$ cat config.mk
export PLATFORM = sky130hd
export DESIGN_NAME = rcg_window
export DESIGN_NICKNAME = d
export VERILOG_FILES = /design/src/hdl/rcg_pkg.sv /design/src/hdl/rcg_window.sv
export SDC_FILE = /design/constraint.sdc
export NUM_CORES = 1
export LEC_CHECK = 0
export BUFFER_PORTS_ARGS = -buffer_cell sky130_fd_sc_hd__buf_4
export CAP_MARGIN = 30
export CORE_MARGIN = 5
export CORE_UTILIZATION = 55
export CTS_CLUSTER_DIAMETER = 150
export DETAILED_ROUTE_END_ITERATION = 10
export PLACE_DENSITY = 0.76
export REMOVE_ABC_BUFFERS = 1
export SLEW_MARGIN = 20
export SYNTH_ARGS = -nofsm -noshare
export SYNTH_HDL_FRONTEND = slang
export SYNTH_SLANG_ARGS = --single-unit
$ cat constraint.sdc
create_clock -name clk -period 8.3 [get_ports clk]
set_input_delay 2.075 -clock clk [delete_from_list [all_inputs] [get_ports clk]]
set_output_delay 2.075 -clock clk [all_outputs]
set_load 0.02 [all_outputs]
$ cat src/hdl/rcg_pkg.sv
// Shared types and constants for the Roberts cross gradient block.
`default_nettype none

package rcg_pkg;

    // Default sizes of the frame and of a pixel.
    localparam int MAX_WIDTH_DEF  = 1024;
    localparam int MAX_HEIGHT_DEF = 1024;
    localparam int PIXEL_BITS_DEF = 16;

    // Fixed widths of the configuration data and of the gradients.
    localparam int CFG_BITS  = 11;
    localparam int GRAD_BITS = 18;

    // Frame width and height after reset; the size registers hold each minus one.
    localparam int FRAME_SIZE_RESET = 1024;

    // Configuration register indexes.
    typedef enum logic [0:0] {
        REG_FRAME_WIDTH  = 1'b0,
        REG_FRAME_HEIGHT = 1'b1
    } cfg_reg_t;

    // Position flags of one pixel, handed from the scan cell to the window cell.
    typedef struct packed {
        logic first_col;
        logic first_row;
        logic last;
    } scan_info_t;

endpackage

`default_nettype wire

$ cat src/hdl/rcg_window.sv
// Window cell: builds the 2x2 window and computes both gradients.
`default_nettype none

module rcg_window #(
    parameter int PIXEL_BITS = rcg_pkg::PIXEL_BITS_DEF
) (
    input  wire logic                           clk,
    input  wire logic                           rst_n,
    input  wire logic                           load,
    input  wire logic [PIXEL_BITS-1:0]          pixel,
    input  wire rcg_pkg::scan_info_t            info,
    input  wire logic [PIXEL_BITS-1:0]          above_raw,
    input  wire logic                           advance,
    output logic                                busy,
    output logic      [rcg_pkg::GRAD_BITS-1:0]  grad_col,
    output logic      [rcg_pkg::GRAD_BITS-1:0]  grad_row,
    output logic                                frame_end
);

    localparam int GB     = rcg_pkg::GRAD_BITS;
    localparam int CALC_W = (PIXEL_BITS + 2 > GB) ? PIXEL_BITS + 2 : GB;

    logic                      valid_reg, valid_next;
    logic [PIXEL_BITS-1:0]     pixel_reg;
    rcg_pkg::scan_info_t       info_reg;
    logic [PIXEL_BITS-1:0]     left_reg;
    logic [PIXEL_BITS-1:0]     above_left_reg;

    logic [PIXEL_BITS-1:0]     above;
    logic [PIXEL_BITS-1:0]     left;
    logic [PIXEL_BITS-1:0]     above_left;
    logic signed [CALC_W-1:0]  cur_s, above_s, left_s, above_left_s;
    logic signed [CALC_W-1:0]  gc_s, gr_s;

    assign valid_next = load ? 1'b1 : (advance ? 1'b0 : valid_reg);

    always_ff @(posedge clk or negedge rst_n)
    begin
        if (!rst_n)
        begin
            valid_reg      <= 1'b0;
            left_reg       <= '0;
            above_left_reg <= '0;
        end
        else
        begin
            valid_reg <= valid_next;
            if (advance)
            begin
                left_reg       <= pixel_reg;
                above_left_reg <= above;
            end
        end
    end

    always_ff @(posedge clk)
    begin
        if (load)
        begin
            pixel_reg <= pixel;
            info_reg  <= info;
        end
    end

    // Edge replication in the first row and the first column.
    assign above      = info_reg.first_row ? pixel_reg : above_raw;
    assign left       = info_reg.first_col ? pixel_reg : left_reg;
    assign above_left = info_reg.first_col ? above : above_left_reg;

    assign cur_s        = $signed(CALC_W'(pixel_reg));
    assign above_s      = $signed(CALC_W'(above));
    assign left_s       = $signed(CALC_W'(left));
    assign above_left_s = $signed(CALC_W'(above_left));

    assign gc_s = above_s - left_s + cur_s - above_left_s;
    assign gr_s = left_s - above_s + cur_s - above_left_s;

    assign busy      = valid_reg;
    assign grad_col  = gc_s[GB-1:0];
    assign grad_row  = gr_s[GB-1:0];
    assign frame_end = info_reg.last;

endmodule

`default_nettype wire

* Word-level counts from Yosys, hierarchy flattened *
Index checks and enable logic that the tools add are counted.

cells by class
  add/sub/neg operators = 6
  $mul = 0
  div/mod/pow operators = 0
  magnitude comparators = 0
  equal/unequal tests = 0
  shift-type cells = 0
  mux-type cells = 5
  bitwise operators = 0
  reductions and logical operators = 1

operator list
  operator                                        number
  16-bit two-way mux                              3
  17-bit by 17-bit adder with 18-bit output       2
  18-bit by 17-bit subtractor with 18-bit output  2
  16-bit by 16-bit subtractor with 17-bit output  2
  1-bit two-way mux                               2
  2-bit nonzero test                              1

word-level totals
  register bits after elaboration = 52
  latch bits = 0
  RAM bits = 0
  bits in read-only memories = 0
  input port bits = 39
  output and inout port bits = 38
  logic and storage cells = 19
  memories = 0

* Logic depth before layout (Yosys ltp) *
  depth after elaboration = 4
  depth in mapped cells = 23
  gate-level depth less buffers = 20

* Worst setup path after synthesis *
Ideal clock, no wire load.

  path kind = input-to-output
  start = input port above_raw[1]
  end = output port grad_col[15] in the netlist's numbering
  data arrival time = 6.062 ns
  required time = 6.225 ns
  slack = 0.163 ns
  stages = 18
  buffers on the path = 1
  cells stage by stage = mux2i_1 -> inv_1 -> fa_1 -> a211oi_4 -> o21ai_2 -> a211oi_2 -> o21bai_1 -> a21oi_1 -> xnor2_1 -> fa_1 -> ha_1 -> clkbuf_1 -> o21ai_0 -> a21oi_1 -> o21ai_0 -> a31oi_1 -> o41ai_2 -> xnor2_1

on the way
  word-level cells in the longest chain between the ends = 4
  elaborated cells between the ends (all ways) = 5
  classes of those cells = add/sub: 3; mux: 2

ends and longest elaborated chain
  item                                              line              RTL
  start: declaration                                rcg_window.sv:12  input wire logic [PIXEL_BITS-1:0] above_raw,
  16-bit two-way mux *                              rcg_window.sv:66  assign above = info_reg.first_row ? pixel_reg : above_raw;
  net above[1]                                      rcg_window.sv:29  logic [PIXEL_BITS-1:0] above;
  16-bit by 16-bit subtractor with 17-bit output    rcg_window.sv:75  assign gc_s = above_s - left_s + cur_s - above_left_s;
  17-bit by 17-bit adder with 18-bit output         rcg_window.sv:75
  18-bit by 17-bit subtractor with 18-bit output *  rcg_window.sv:75
  end: declaration                                  rcg_window.sv:15  output logic [rcg_pkg::GRAD_BITS-1:0] grad_col,

Mark *: on every way through the listed nets, which the timed path passes. The rest lies on a longest branch.

* Final worst setup path *
  start = input port above_raw[2]
  end = output port grad_col[17] in the netlist's numbering

on the way
  word-level cells in the longest chain between the ends = 4
  elaborated cells between the ends (all ways) = 5
  classes of those cells = add/sub: 3; mux: 2

ends and longest elaborated chain
  item                                              line
  16-bit two-way mux *                              rcg_window.sv:66
  16-bit by 16-bit subtractor with 17-bit output    rcg_window.sv:75
  17-bit by 17-bit adder with 18-bit output         rcg_window.sv:75
  18-bit by 17-bit subtractor with 18-bit output *  rcg_window.sv:75

Mark *: on every way between the ends. The rest lies on a longest branch, timed or not.

==> metrics.txt <==
# TYPE chip_impl_metric gauge
chip_impl_metric{name="fp-row-count",unit=""} 39
chip_impl_metric{name="register_area_share_after_synthesis",unit="%"} 21.5
chip_impl_info{name="setup.worst_path.class",value="input pin to output pin"} 1
chip_impl_metric{name="critPathBufInv",unit=""} 4
chip_impl_metric{name="drt_drc_violations_left",unit=""} 0
chip_impl_metric{name="worst-endpoint-required",unit="ns"} 6.23
chip_impl_metric{name="clock_latency",unit="ns"} 0.30
chip_impl_info{name="slowest_stage",value="sky130_fd_sc_hd__fa_1"} 1
chip_impl_metric{name="fin_crit_sh",unit="%"} 97.8
chip_impl_metric{name="drt_iter0_markers",unit=""} 456
chip_impl_metric{name="multiInputGateArea",unit="sq mm"} 0.00465
chip_impl_info{name="synth_largest_area_cell",value="sky130_fd_sc_hd__dfrtp_1"} 1
chip_impl_metric{name="slew_headroom",unit="%"} 64.5
chip_impl_metric{name="grt_antenna_before_repair",unit=""} 0
chip_impl_info{name="launch_instance_of_the_worst_min_delay_path",value="busy$_DFFE_PN0P_"} 1
chip_impl_metric{name="die_h",unit="microns"} 119
chip_impl_info{name="worst_setup_path_start_kind",value="input pin"} 1
chip_impl_metric{name="met2_wirelength",unit="mm"} 7.34
chip_impl_metric{name="vias_per_cell",unit=""} 5.80
chip_impl_metric{name="drt_pass_1_iters",unit=""} 5
chip_impl_metric{name="grt_max_degree",unit=""} 50
chip_impl_info{name="reg2reg_from",value="info_reg[1]$_DFFE_PP_"} 1
chip_impl_info{name="synth-main-ff-cell",value="sky130_fd_sc_hd__dfrtp_1"} 1
chip_impl_metric{name="post_synth_instance_area",unit="sq mm"} 0.00650
chip_impl_metric{name="seqCellArea",unit="sq mm"} 0.00140
chip_impl_metric{name="crit_path_max_fanout",unit=""} 7
chip_impl_metric{name="final_hold_violating_endpoints",unit=""} 0
chip_impl_metric{name="number_of_enable_type_register_cells_in_the_synthesized_netlist",unit=""} 19
chip_impl_metric{name="route.met3.wl",unit="microns"} 918
chip_impl_metric{name="io_buffers",unit=""} 76
chip_impl_metric{name="clock_path_buffers",unit=""} 2
chip_impl_metric{name="hpwlAfterDp",unit="mm"} 12.8
chip_impl_metric{name="num_vias",unit=""} 5686
chip_impl_metric{name="grt_remaining_overflow",unit=""} 0
chip_impl_metric{name="core-area",unit="sq mm"} 0.0115
chip_impl_metric{name="synthToLayoutAreaGrowth",unit="%"} 16.1
chip_impl_metric{name="synth_seq_cells",unit=""} 52
chip_impl_info{name="status",value="complete, no violations"} 1
chip_impl_info{name="crit_path_end_kind",value="output pin"} 1
chip_impl_info{name="post-synth-top-count-cell",value="sky130_fd_sc_hd__inv_1"} 1
chip_impl_metric{name="wirelength_met1",unit="mm"} 7.61
chip_impl_metric{name="num-fill-cells",unit=""} 933
chip_impl_metric{name="setup_viol",unit=""} 0
chip_impl_metric{name="synthesis.yosys.warnings",unit=""} 0
chip_impl_metric{name="finalCriticalPeriod",unit="ns"} 8.12
chip_impl_metric{name="hold_buffers",unit=""} 0
chip_impl_info{name="holdCritPathClass",value="flip-flop to flip-flop"} 1
chip_impl_metric{name="synthesis.area_per_instance",unit="sq um"} 8.54
chip_impl_metric{name="globalRouteTotalUtil",unit="%"} 23.0
chip_impl_metric{name="route.antenna.remaining_nets",unit=""} 0
chip_impl_info{name="critical-path-top-delay-family",value="compound AO/OA/AOI/OAI gates"} 1
chip_impl_metric{name="tightestPinTransition",unit="ns"} 0.532
chip_impl_metric{name="cts_made_buffers",unit=""} 5
chip_impl_metric{name="first_global_vias",unit=""} 5677
chip_impl_info{name="worstReg2RegEnd",value="above_left_reg[4]$_DFFE_PN0P_"} 1
chip_impl_metric{name="die-area",unit="sq mm"} 0.0141
chip_impl_metric{name="design.final.nets",unit=""} 975
chip_impl_metric{name="reg2reg_slack",unit="ns"} 6.93
chip_impl_metric{name="cap_viol_max_count",unit=""} 0
chip_impl_metric{name="synth_largest_type_area_fraction",unit="%"} 12.7
chip_impl_metric{name="tritoncts_num_sinks",unit=""} 52
chip_impl_metric{name="dieWidth",unit="microns"} 119
chip_impl_metric{name="finalMaxSlewViolations",unit=""} 0
chip_impl_info{name="crit_top_cell",value="sky130_fd_sc_hd__buf_4"} 1
chip_impl_metric{name="diodes",unit=""} 0
chip_impl_metric{name="reg2regPathDepth",unit=""} 3
chip_impl_info{name="clock_tree_from_tritoncts",value="done"} 1
chip_impl_metric{name="crit_path_max_incr_delay",unit="ns"} 0.51
chip_impl_info{name="clock-root-buffer",value="sky130_fd_sc_hd__clkbuf_16"} 1
chip_impl_metric{name="instance_count_of_the_mapped_netlist",unit=""} 761
chip_impl_metric{name="floorplan.io_pins",unit=""} 77
chip_impl_metric{name="synth_cell_type_count",unit=""} 64
chip_impl_info{name="terminating_pin_of_the_worst_hold_path",value="busy$_DFFE_PN0P_"} 1
chip_impl_metric{name="worstPathArrival",unit="ns"} 6.04
chip_impl_metric{name="async_flop_share",unit="%"} 63.5
chip_impl_metric{name="htree_num_levels",unit=""} 2
chip_impl_metric{name="wl",unit="mm"} 16.1
chip_impl_info{name="post_synth_most_frequent_cells",value="sky130_fd_sc_hd__inv_1, sky130_fd_sc_hd__nor2_1, sky130_fd_sc_hd__ha_1"} 1
chip_impl_metric{name="cts.reportedPaths.clkPinSlew",unit="ns"} 0.07
chip_impl_metric{name="initial_core_util",unit="%"} 56.5
chip_impl_metric{name="wl_per_cell",unit="microns"} 16.4
chip_impl_info{name="cp_cell_sequence",value="buf_4, mux2i_1, ha_2, o21ai_0, a21oi_1, o211ai_1, buf_4, and4b_1, nor3_1, fa_1, ha_1, inv_1, o21ai_0, a221o_1, a21oi_1, buf_4"} 1
chip_impl_info{name="synthTopCellsByArea",value="sky130_fd_sc_hd__dfrtp_1, sky130_fd_sc_hd__ha_1, sky130_fd_sc_hd__fa_1"} 1
chip_impl_metric{name="final_core_utilization",unit="%"} 65.6
chip_impl_metric{name="drive_above_1_share",unit="%"} 18.4
chip_impl_metric{name="last_weighted_congestion_value_of_the_routability_driven_placer",unit=""} 0.902
chip_impl_metric{name="finClkSkew",unit="ns"} 0.00774
chip_impl_metric{name="whs_path_depth",unit=""} 1
chip_impl_metric{name="grt_pass1_wl",unit="mm"} 27.2
chip_impl_info{name="maxUsedRoutingLayer",value="met4"} 1
chip_impl_metric{name="maxClockFrequency",unit="MHz"} 123
[cell families after synthesis]
kind of cell,synth area share (%)
xor+xnor,5.25
compound gates,20.1
mux,8.31
fa+ha+maj,23.2
simple gates,13.3
buf+inv,8.45
flops,21.5
[layout make-up]
type	instances	share of cell area (%)
flip-flops and latches	52	18.5
repair buffers	98	9.74
clock buffers	5	1.66
inverters	112	5.57
well taps	143	2.37
clock inverters	3	0.563
multi-input cells	567	61.6
[routing by layer]
metal | vias to the layer above | global-route usage (%)
met4 | 0 | 5.72
met1 | 2724 | 33.2
li1 | 2762 | -
met2 | 183 | 36.5
met3 | 17 | 3.44
met5 | - | 0
[stage by stage]
step	hold slack (ns)	setup slack [ns]	area, sq um	std cells	TNS [ns]
global placement	0.465	0.0868	7280	971	0
floorplan	0.480	0.235	6370	731	0
detailed placement	0.471	-0.0230	7280	971	-0.0230
finish	0.485	0.181	7550	980	0
global route	0.521	-0.0288	7550	980	-0.0311
CTS	0.488	0.0154	7470	979	0
[repair_timing]
action,CTS,global route
pin swaps,0,12
endpoints found under the setup margin,4,15
buffers inserted,0,1
resized for setup,4,23
[cells in the final DEF, fill, tap and decap left out, drive strengths merged, types with 11 or more instances in the layout]
master and count:
inv 112, buf 98, nor2 79, ha 66, a21oi 59, o21ai 46, mux2i 36, fa 34
dfrtp 33, a21o 29, xnor2 28, nand2 21, edfxtp 19, nor3 16, mux2 16, nor2b 15
a211oi 12, xor2 11
[how the worst max path moves through the flow]
| stage | start | cells after the start | to |
|---|---|---|---|
| floorplan | above_raw[1] | 15 | grad_col[17] |
| global placement | above_raw[0] | 17 | grad_col[15] |
| detailed placement | above_raw[0] | 20 | grad_col[13] |
| CTS | above_raw[0] | 20 | grad_col[15] |
| global route | above_raw[2] | 16 | grad_col[17] |
| finish | above_raw[2] | 16 | grad_col[17] |
Power is left out: the tool's default activity adds up to more than one toggle a clock period on the data nets, which glitch-free logic cannot reach.
