$ cat config.mk
export PLATFORM = sky130hd
export DESIGN_NAME = rcg_scan
export DESIGN_NICKNAME = d
export VERILOG_FILES = /design/src/hdl/rcg_pkg.sv /design/src/hdl/rcg_scan.sv
export SDC_FILE = /design/constraint.sdc
export NUM_CORES = 1
export LEC_CHECK = 0
export BUFFER_PORTS_ARGS = -buffer_cell sky130_fd_sc_hd__buf_2
export CORE_MARGIN = 2
export CORE_UTILIZATION = 55
export CTS_BUF_LIST = sky130_fd_sc_hd__clkbuf_8
export CTS_CLUSTER_SIZE = 10
export DETAILED_ROUTE_END_ITERATION = 10
export MAX_ROUTING_LAYER = met4
export PLACE_DENSITY = 0.8
export SYNTH_ARGS = -nofsm -noshare
export SYNTH_HDL_FRONTEND = slang
export SYNTH_SLANG_ARGS = --single-unit
$ cat constraint.sdc
create_clock -name clk -period 2.5 [get_ports clk]
set_clock_uncertainty 0.15 [all_clocks]
set_input_delay 0.5 -clock clk [delete_from_list [all_inputs] [get_ports clk]]
set_output_delay 0.5 -clock clk [all_outputs]
set_load 0.02 [all_outputs]
$ cat src/hdl/rcg_pkg.sv
// Shared types and constants for the Roberts cross gradient block.
`default_nettype none

package rcg_pkg;

    // Default sizes of the frame and of a pixel.
    localparam int MAX_WIDTH_DEF  = 1024;
    localparam int MAX_HEIGHT_DEF = 1024;
    localparam int PIXEL_BITS_DEF = 16;

    // Fixed widths of the configuration data and of the gradients.
    localparam int CFG_BITS  = 11;
    localparam int GRAD_BITS = 18;

    // Frame width and height after reset; the size registers hold each minus one.
    localparam int FRAME_SIZE_RESET = 1024;

    // Configuration register indexes.
    typedef enum logic [0:0] {
        REG_FRAME_WIDTH  = 1'b0,
        REG_FRAME_HEIGHT = 1'b1
    } cfg_reg_t;

    // Position flags of one pixel, handed from the scan cell to the window cell.
    typedef struct packed {
        logic first_col;
        logic first_row;
        logic last;
    } scan_info_t;

endpackage

`default_nettype wire

$ cat src/hdl/rcg_scan.sv
// Scan cell: column and row position of the incoming pixel within the frame.
`default_nettype none

module rcg_scan #(
    parameter int MAX_WIDTH  = rcg_pkg::MAX_WIDTH_DEF,
    parameter int MAX_HEIGHT = rcg_pkg::MAX_HEIGHT_DEF
) (
    input  wire logic                          clk,
    input  wire logic                          rst_n,
    input  wire logic                          advance,
    input  wire logic [$clog2(MAX_WIDTH)-1:0]  width_last,
    input  wire logic [$clog2(MAX_HEIGHT)-1:0] height_last,
    output logic      [$clog2(MAX_WIDTH)-1:0]  col,
    output rcg_pkg::scan_info_t                info
);

    localparam int CW = $clog2(MAX_WIDTH);
    localparam int RW = $clog2(MAX_HEIGHT);

    logic [CW-1:0] col_reg, col_next;
    logic [RW-1:0] row_reg, row_next;
    logic          row_end;
    logic          col_end;

    // The column wraps once it reaches the last column, also when the width
    // has been lowered below the current column.
    assign col_end = (col_reg >= width_last);
    assign row_end = (row_reg >= height_last);

    always_comb
    begin
        col_next = col_reg;
        row_next = row_reg;
        if (advance)
        begin
            if (col_end)
            begin
                col_next = '0;
                row_next = row_end ? '0 : row_reg + RW'(1);
            end
            else
            begin
                col_next = col_reg + CW'(1);
            end
        end
    end

    always_ff @(posedge clk or negedge rst_n)
    begin
        if (!rst_n)
        begin
            col_reg <= '0;
            row_reg <= '0;
        end
        else
        begin
            col_reg <= col_next;
            row_reg <= row_next;
        end
    end

    assign col            = col_reg;
    assign info.first_col = (col_reg == '0);
    assign info.first_row = (row_reg == '0);
    assign info.last      = col_end && row_end;

endmodule

`default_nettype wire

; After elaboration in Yosys (flattened, before gate mapping)
; Cells that the tools add are included.
[word_totals]
input_bits = 23
elab_cells = 12
out_inout_bits = 13
register_bits = 20
[classes]
n_mux = 2
n_reduce_logical = 4
n_lt_le_gt_ge = 2
n_addsub = 2
[ops]
columns = op, n
row1 = 10-bit by 1-bit adder with 10-bit output (second input constant), 2
row2 = 10-bit >= comparator, 2
row3 = 10-bit zero test, 2
row4 = 10-bit two-way mux, 2
row5 = 2-bit AND reduction, 1
row6 = 1-bit logical AND, 1

; Longest topological paths before layout
; Gate-level depths: netlist of the first run.
[depth]
ltp_word = 2
mapped_depth = 10
depth_no_buf = 8

; Worst setup path before layout of the first run
; OpenSTA, ideal clock, no wires.
[synth_timing]
kind = reg2out
from = reg col_reg[0], in the netlist col[0]
to = out info[0] (netlist bit)
stages_incl_launch_ff = 8
slack_ns = 0.080
required_ns = 1.850
arrival_time_ns = 1.770
n_path_buf = 0
cell_sequence = dfrtp_1 -> inv_1 -> ha_1 -> nand2b_1 -> a211oi_1 -> o31ai_2 -> nor2_1 -> nor2_1
[synth_lines]
columns = item, line
row1 = start: declaration, rcg_scan.sv:20  ; logic [CW-1:0] col_reg, col_next;
row2 = start signal: assignment, rcg_scan.sv:57  ; col_reg <= col_next;
row3 = end: declaration, rcg_scan.sv:14  ; output rcg_pkg::scan_info_t info

==> key figures, run 1 <==
STA
  – Tmin final: 2557 ps
  – Worst-margin pin slew: approximately 520 ps
  – Fmax: between 0.3 and 0.4 GHz
  – Pins Over Slew Limit: 0
  – Final Hold Viols: 0
  – Post-route clock period utilization: 1.023
  – Final setup vio count: 1
  – Sum Neg Setup Slack: -57.48 ps
  – RSZ-0062 raised after global routing: yes
  – Max_slew headroom: 0.6528
  – Final WS setup: -57.48 ps

Floorplanning
  – Starting Density: 0.5655
  – Row count: 20
  – Core Area: between 2000 and 3000 um2
  – Die H: around 59 um
  – Die Footprint: 3521 um2
  – Chip width: 59.34 um
  – IO Count: 36

Synthesis
  – Ys async rst share: 1.000
  – #FFs+latches synth: 20
  – Library cells used by synthesis: 37
  – Synth Flop Type: dfrtp_1
  – Leading cell types by count after synthesis: 33 x inv_1, 24 x ha_1, 20 x dfrtp_1, 15 x nand3_1
  – Register area share after synthesis: 0.2972
  – Syn_area_per_cell: 8.771 um2
  – Yosys top cell area share: 0.2972
  – EDFF count, synth: 0
  – Area contributors post-synth: dfrtp_1 30%, ha_1 18%, inv_1 7.4%
  – Syn nets: 239
  – Synthesized area: between 1500 and 2000 um2
  – Synth Instances: 192
  – Synth area leader: dfrtp_1
  – Synth Warn #: 0
  – Most frequent cell after synthesis: inv_1

Cells and area
  – Nets: between 300 and 400
  – Antenna Cells: 0
  – Finished Layout Cells: roughly 290
  – Area grow syn2layout: 32.76%
  – Fraction of layout cells with a size suffix above 1: 0.3780

Power and ir drop
  – PD cells: 890.6 nW/um2
  – Peak supply drop: 505.4 uV
  – Pleak: between 1 and 1.5 nW

Global routing
  – Global-route wire length before repair: ~6.9 mm
  – Gr usage total: 0.2697
  – Number of global-route vias before repair: approximately 1500
  – Met2 layer usage reported by global route: 0.4411
  – GR Overflow Total: 0
  – Met3 usage: 0.04585
  – Largest net degree at the start of global routing: 21
  – Initial antenna violation count: 0
  – GRT met1 Usage: 0.3297
  – Most used routing layer: met2

Worst setup path
  – Crit path launch type: flip-flop
  – CP endpoint kind: primary output
  – CP Cell Sequence: inv_2, ha_1, nand2b_4, a211oi_2, o31ai_2, nor2_2, nor2_2, buf_6
  – Req. time, crit path: 1850 ps
  – Crit path arrival time: between 1500 and 2000 ps
  – Worst Path Class, Setup: flip-flop to primary output
  – Crit Path Max Fanout: 3
  – Slowest CP cell: dfrtp_1
  – Critical path's largest stage delay: around 380 ps
  – Worst path most repeated cell: nor2_2

Clocking
  – Skew-Pair Late Insertion Delay: 270 ps
  – Hold_buf cts: 0
  – Clk root buf: clkbuf_8
  – CTS Buf Count: 3
  – CTS max path bufs: 2
  – TritonCTS clock tree: yes
  – Clock-pin slew on the worst setup and hold paths: approximately 80 ps
  – Clk sink count: 20
  – H-tree depth: 1

Routing
  – Post-route DRC: 0
  – Pre-antenna DRT Iters: 4
  – WL final: approximately 4.5 mm
  – Wire per inst: ~16 um
  – Via density: slightly below 6
  – DR vias: 1683
  – Drt first-iter violations: 54
  – Antenna-violating nets left: 0

Status
  – Status: complete, but fails checks
  – Failing checks: setup timing

Placed design
  – GP Congestion: roughly 0.90
  – Dpl cells: roughly 270
  – Port bufs: 35
  – DP HPWL: between 2 and 3 mm

Job
  – MaxCap Viol Count: 0

Hold path
  – Worst hold path type: input port to asynchronous set/reset pin
[worst paths after layout]
| kind | start | to | slack (ps) | cells past startpoint |
|---|---|---|---|---|
| worst max-delay path | col[0]$_DFFE_PN0P_ | info[0] | -60 | 8 |
| worst min-delay path | rst_n | row_reg[7]$_DFFE_PN0P_ | 20 | 1 |
| worst max register to register | col[0]$_DFFE_PN0P_ | col[3]$_DFFE_PN0P_ | 120 | 13 |
| worst min register to register | row_reg[0]$_DFFE_PN0P_ | row_reg[0]$_DFFE_PN0P_ | 470 | 2 |
| max in group asynchronous | rst_n | col[6]$_DFFE_PN0P_ | 1820 | 1 |
| min in group clk | advance | col[2]$_DFFE_PN0P_ | 470 | 3 |
[report_power, final]
group | switching (mW) | internal [mW]
Sequential | 0.145 | 0.441
Clock | 0.119 | 0.214
Combinational | 0.602 | 0.470
[area by class of cell]
cell class              count  area [um2]
well taps                  33       41.29
fillers                   211       742.0
clock inverters             1       30.03
inverters                  33       123.9
repair buffers             62       384.1
clock buffers               3       41.29
multi-input cells         135        1114
flip-flops and latches     20       501.7
[timing repair]
action	4_1_cts	5_1_grt
gates resized for setup	5	14
endpoints found under the setup margin	1	7
pin swaps	4	6
setup buffers	10	6
cloned	0	0
[metrics by stage]
| step | setup slack, ps | util | area [um2] | hold slack, ps | total power [mW] |
|---|---|---|---|---|---|
| after floorplan | 79.58 | - | 1684 | 54.41 | 1.210 |
| after global placement | 87.56 | 0.6559 | 1953 | 321.1 | 1.487 |
| after detailed placement | 67.89 | 0.6559 | 1953 | 329.5 | 1.513 |
| after CTS | 3.062 | 0.7092 | 2112 | 35.41 | 1.901 |
| after global routing | -107.6 | 0.7508 | 2236 | 51.88 | 2.137 |
| final | -57.48 | 0.7508 | 2236 | 24.88 | 1.991 |
[cells by family after synthesis]
kind of cell / Yosys count / synth area share
and+or+nand+nor: 63 / 0.1961
AOI/OAI and AO/OA: 42 / 0.2006
buffers and inverters: 37 / 0.09584
adders and majority gates: 24 / 0.1783
DFF: 20 / 0.2972
xor gates and xnor gates: 5 / 0.02600
muxes: 1 / 0.005944
[placed cells by master, fill, tap and decap left out, types with 2 or more instances in the layout]
| cell | count |
|---|---|
| inv_2 | 2 |
| clkbuf_8 | 3 |
| nand2_1 | 12 |
| nand3_1 | 15 |
| buf_4 | 27 |
| ha_1 | 21 |
| inv_1 | 31 |
| dfrtp_1 | 19 |
| nand4_1 | 6 |
| o2bb2ai_2 | 2 |
| o21ai_0 | 3 |
| xor2_1 | 4 |
| nor2_2 | 2 |
| nor4_1 | 3 |
| a211oi_2 | 3 |
| o22ai_2 | 8 |
| buf_2 | 34 |
| and3_1 | 2 |
| a41oi_1 | 2 |
| or2_1 | 2 |
| o21ai_1 | 2 |
| nor3_1 | 5 |
| nand2b_1 | 2 |
| ha_4 | 3 |
| a21oi_1 | 12 |
| nor2_1 | 8 |
[metal layers]
| layer | up-vias | part of all wire |
|---|---|---|
| met2 | 64 | 0.50 |
| met4 | 0 | 0.029 |
| met3 | 16 | 0.046 |
| met1 | 803 | 0.42 |
| li1 | 800 | - |
| met5 | - | 0 |
[critical path: cells and delay by family (launching register included)]
| family | cells | cell delay (ps) |
|---|---|---|
| adder cells (fa/ha/maj) | 1 | 270 |
| AND/OR/NAND/NOR | 3 | 390 |
| buffers and inverters | 2 | 190 |
| flip-flops | 1 | 380 |
| AO/OA/AOI/OAI | 2 | 420 |
Power figures use the tool's default switching activity.
==> run 2: changes to the inputs <==
- REMOVE_ABC_BUFFERS: not set -> 1
- clock period: 2.5 -> 2.4 ns (I/O delays scaled with it)
==> run 2 against run 1 <==
The flow still finishes with violations (setup timing). Wire length shrank 2.3%. Combinational power up 7%. Die area stayed put. Sequential power about the same. Clock-buffer cell count stayed put. Largest cell class unchanged. Highest routed layer unchanged.
==> key figures, run 2 (synthesis gave the netlist of run 1 again) <==
Routing
  – Post-route DRC: 0 (unchanged)
  – Via density: 5.681 (-3.1%)
  – Drt first-iter violations: 69 (+28%)
  – Wire per inst: 15.53 um (-1.6%)
  – Pre-antenna DRT Iters: 4 (unchanged)
  – Antenna-violating nets left: 0 (unchanged)
  – DR vias: 1619 (-3.8%)
  – WL final: 4.426 mm (-2.3%)

STA
  – Min Hold Slack: 12.57 ps (-12.31 ps)
  – Fmax: roughly 0.40 GHz
  – Post-route clock period utilization: 1.030
  – RSZ-0062 raised after global routing: yes
  – Max_slew headroom: 0.6379 (-0.01487)
  – Final setup vio count: 1 (unchanged)
  – Tmin final: 2472 ps
  – Worst-margin pin slew: 539.0 ps (+22.13 ps)
  – Final Hold Viols: 0 (unchanged)
  – Pins Over Slew Limit: 0 (unchanged)
  – Final WS setup: -72.28 ps (-14.80 ps)

Worst setup path
  – Req. time, crit path: 1770 ps (-80 ps)
  – Reg-to-Reg End: col[9]$_DFFE_PN0P_
  – Worst Path Class, Setup: flip-flop to primary output
  – Critical path's largest stage delay: 410 ps (+30 ps)
  – R2r startpoint: col[9]$_DFFE_PN0P_
  – CP endpoint kind: primary output
  – Crit path arrival time: 1840 ps (-70 ps)
  – Slowest CP cell: dfrtp_1
  – Crit Path Max Fanout: 2 (-1)
  – Crit path launch type: flip-flop
  – R2R setup slack: 60 ps (-60 ps)
  – R2R depth: 9 (-4)
  – CP Cell Sequence: ha_1, nand4_1, a211oi_1, or2_1, nor2_2, nor2_1, buf_4

Placed design
  – Setup slack at placement: 5.186 ps (-62.70 ps)
  – Dpl cell area: 1968 um2 (+0.77%)
  – DP HPWL: 2.961 mm (+1.8%)
  – Dpl cells: 270 (+0.75%)
  – GP Congestion: 0.8215 (-8.4%)
  – Port bufs: 35 (unchanged)

Power and ir drop
  – Peak supply drop: 516.4 uV (+2.2%)
  – Flop pwr share: 0.298 (+0.004)
  – Psw: 0.8919 mW (+3.0%)
  – Int Power: 1.075 mW (-4.4%)
  – Clock power share: 0.117 (-0.050)
  – Overall Power: 1.967 mW (-1.2%)
  – Combinational power share: 0.585 (+0.047)
  – PD cells: 902.9 nW/um2 (+1.4%)
  – Switching portion of total power: 0.4535 (+0.01848)
  – Pleak: 1.120 nW (-1.8%)

Status
  – Failing checks: setup timing
  – Status: complete, but fails checks

Global routing
  – Number of global-route vias before repair: 1475 (-3.0%)
  – Global-route wire length before repair: 6.713 mm (-3.0%)
  – Initial antenna violation count: 0 (unchanged)
  – Largest net degree at the start of global routing: 21 (unchanged)
  – Gr usage total: 0.2577 (-0.01199)
  – GR Overflow Total: 0 (unchanged)

Cells and area
  – Area grow syn2layout: 29.35%
  – Nets: 301 (-0.33%)
  – Fraction of layout cells with a size suffix above 1: 0.3611 (-0.01684)
  – Finished Layout Cells: 285 (-0.70%)
  – Commonest cells after routing, fill and taps aside: 34 x buf_2, 31 x inv_1, 27 x buf_4
  – Antenna Cells: 0 (unchanged)
  – Commonest non-fill, non-tap cell in the layout: buf_2
  – Final instance area: 2178 um2 (-2.6%)

Clocking
  – Skew-Pair Late Insertion Delay: 260 ps (about the same)
  – Clock-pin slew on the worst setup and hold paths: 80 ps (about the same)
  – Clk root buf: clkbuf_8
  – Clk sink count: 20 (unchanged)
  – TritonCTS clock tree: yes
  – CTS max path bufs: 2 (unchanged)
  – CTS Buf Count: 3 (unchanged)
  – H-tree depth: 1 (unchanged)

Floorplanning
  – Chip width: 59.34 um (unchanged)
  – Starting Density: 0.5655 (unchanged)
  – Die Footprint: 3521 um2 (unchanged)
  – Die H: 59.34 um (unchanged)
  – IO Count: 36 (unchanged)
  – Row count: 20 (unchanged)
  – Core Area: 2978 um2 (unchanged)

Job
  – MaxCap Viol Count: 0 (unchanged)

Hold path
  – Worst hold path type: input port to asynchronous set/reset pin
run 2: worst max-delay path, delay by kind of cell, from the launching register on:
family / cells / cell delay (ps)
AOI/OAI and AO/OA: 1 / 220
buffers and inverters: 1 / 150
and+or+nand+nor: 4 / 490
DFF: 1 / 410
adders and majority gates: 1 / 320
run 2: worst max path at each step:
stage,start,cells after the start,slack (ps),endpoint
3_5_place_dp,width_last[7],9,5,info[0]
5_1_grt,col[7]$_DFFE_PN0P_,7,-100,info[0]
4_1_cts,col[7]$_DFFE_PN0P_,7,-7,info[0]
6_report,col[9]$_DFFE_PN0P_,7,-70,info[0]
2_1_floorplan,col[0]$_DFFE_PN0P_,7,-0.4,info[0]
3_3_place_gp,width_last[7],9,20,info[0]
run 2: metal layers:
layer  share of wire  global-route usage
met1            0.45              0.3384
met4          0.0086             0.07468
met5               0                   -
met3           0.033             0.03057
met2            0.50              0.4176
run 2: layout make-up:
type,count,area [um2]
clock buffers,3,41.29
multi-input cells,135,1097
inverters,33,123.9
repair buffers,61,372.9
fillers,230,799.5
flip-flops and latches,20,501.7
well taps,33,41.29
run 2: power groups by stage:
stage,combinational (mW),clock [mW],sequential [mW]
2_1_floorplan,0.574,0,0.658
3_3_place_gp,0.980,0,0.585
3_5_place_dp,1.01,0,0.588
4_1_cts,1.07,0.231,0.576
5_1_grt,1.26,0.245,0.604
6_report,1.15,0.229,0.587
run 2: stage by stage:
step | utilization | TNS (ps)
floorplan | - | -0.4193
global placement | 0.6609 | 0
detailed placement | 0.6609 | 0
CTS | 0.7092 | -7.150
global route | 0.7315 | -225.8
finish | 0.7315 | -72.28
run 2: timing repair:
| action | CTS | global route |
|---|---|---|
| resized for setup | 7 | 6 |
| pin swaps | 7 | 7 |
| buffers inserted | 10 | 2 |
| endpoints found under the setup margin | 1 | 8 |
| hold buffers | 0 | 0 |
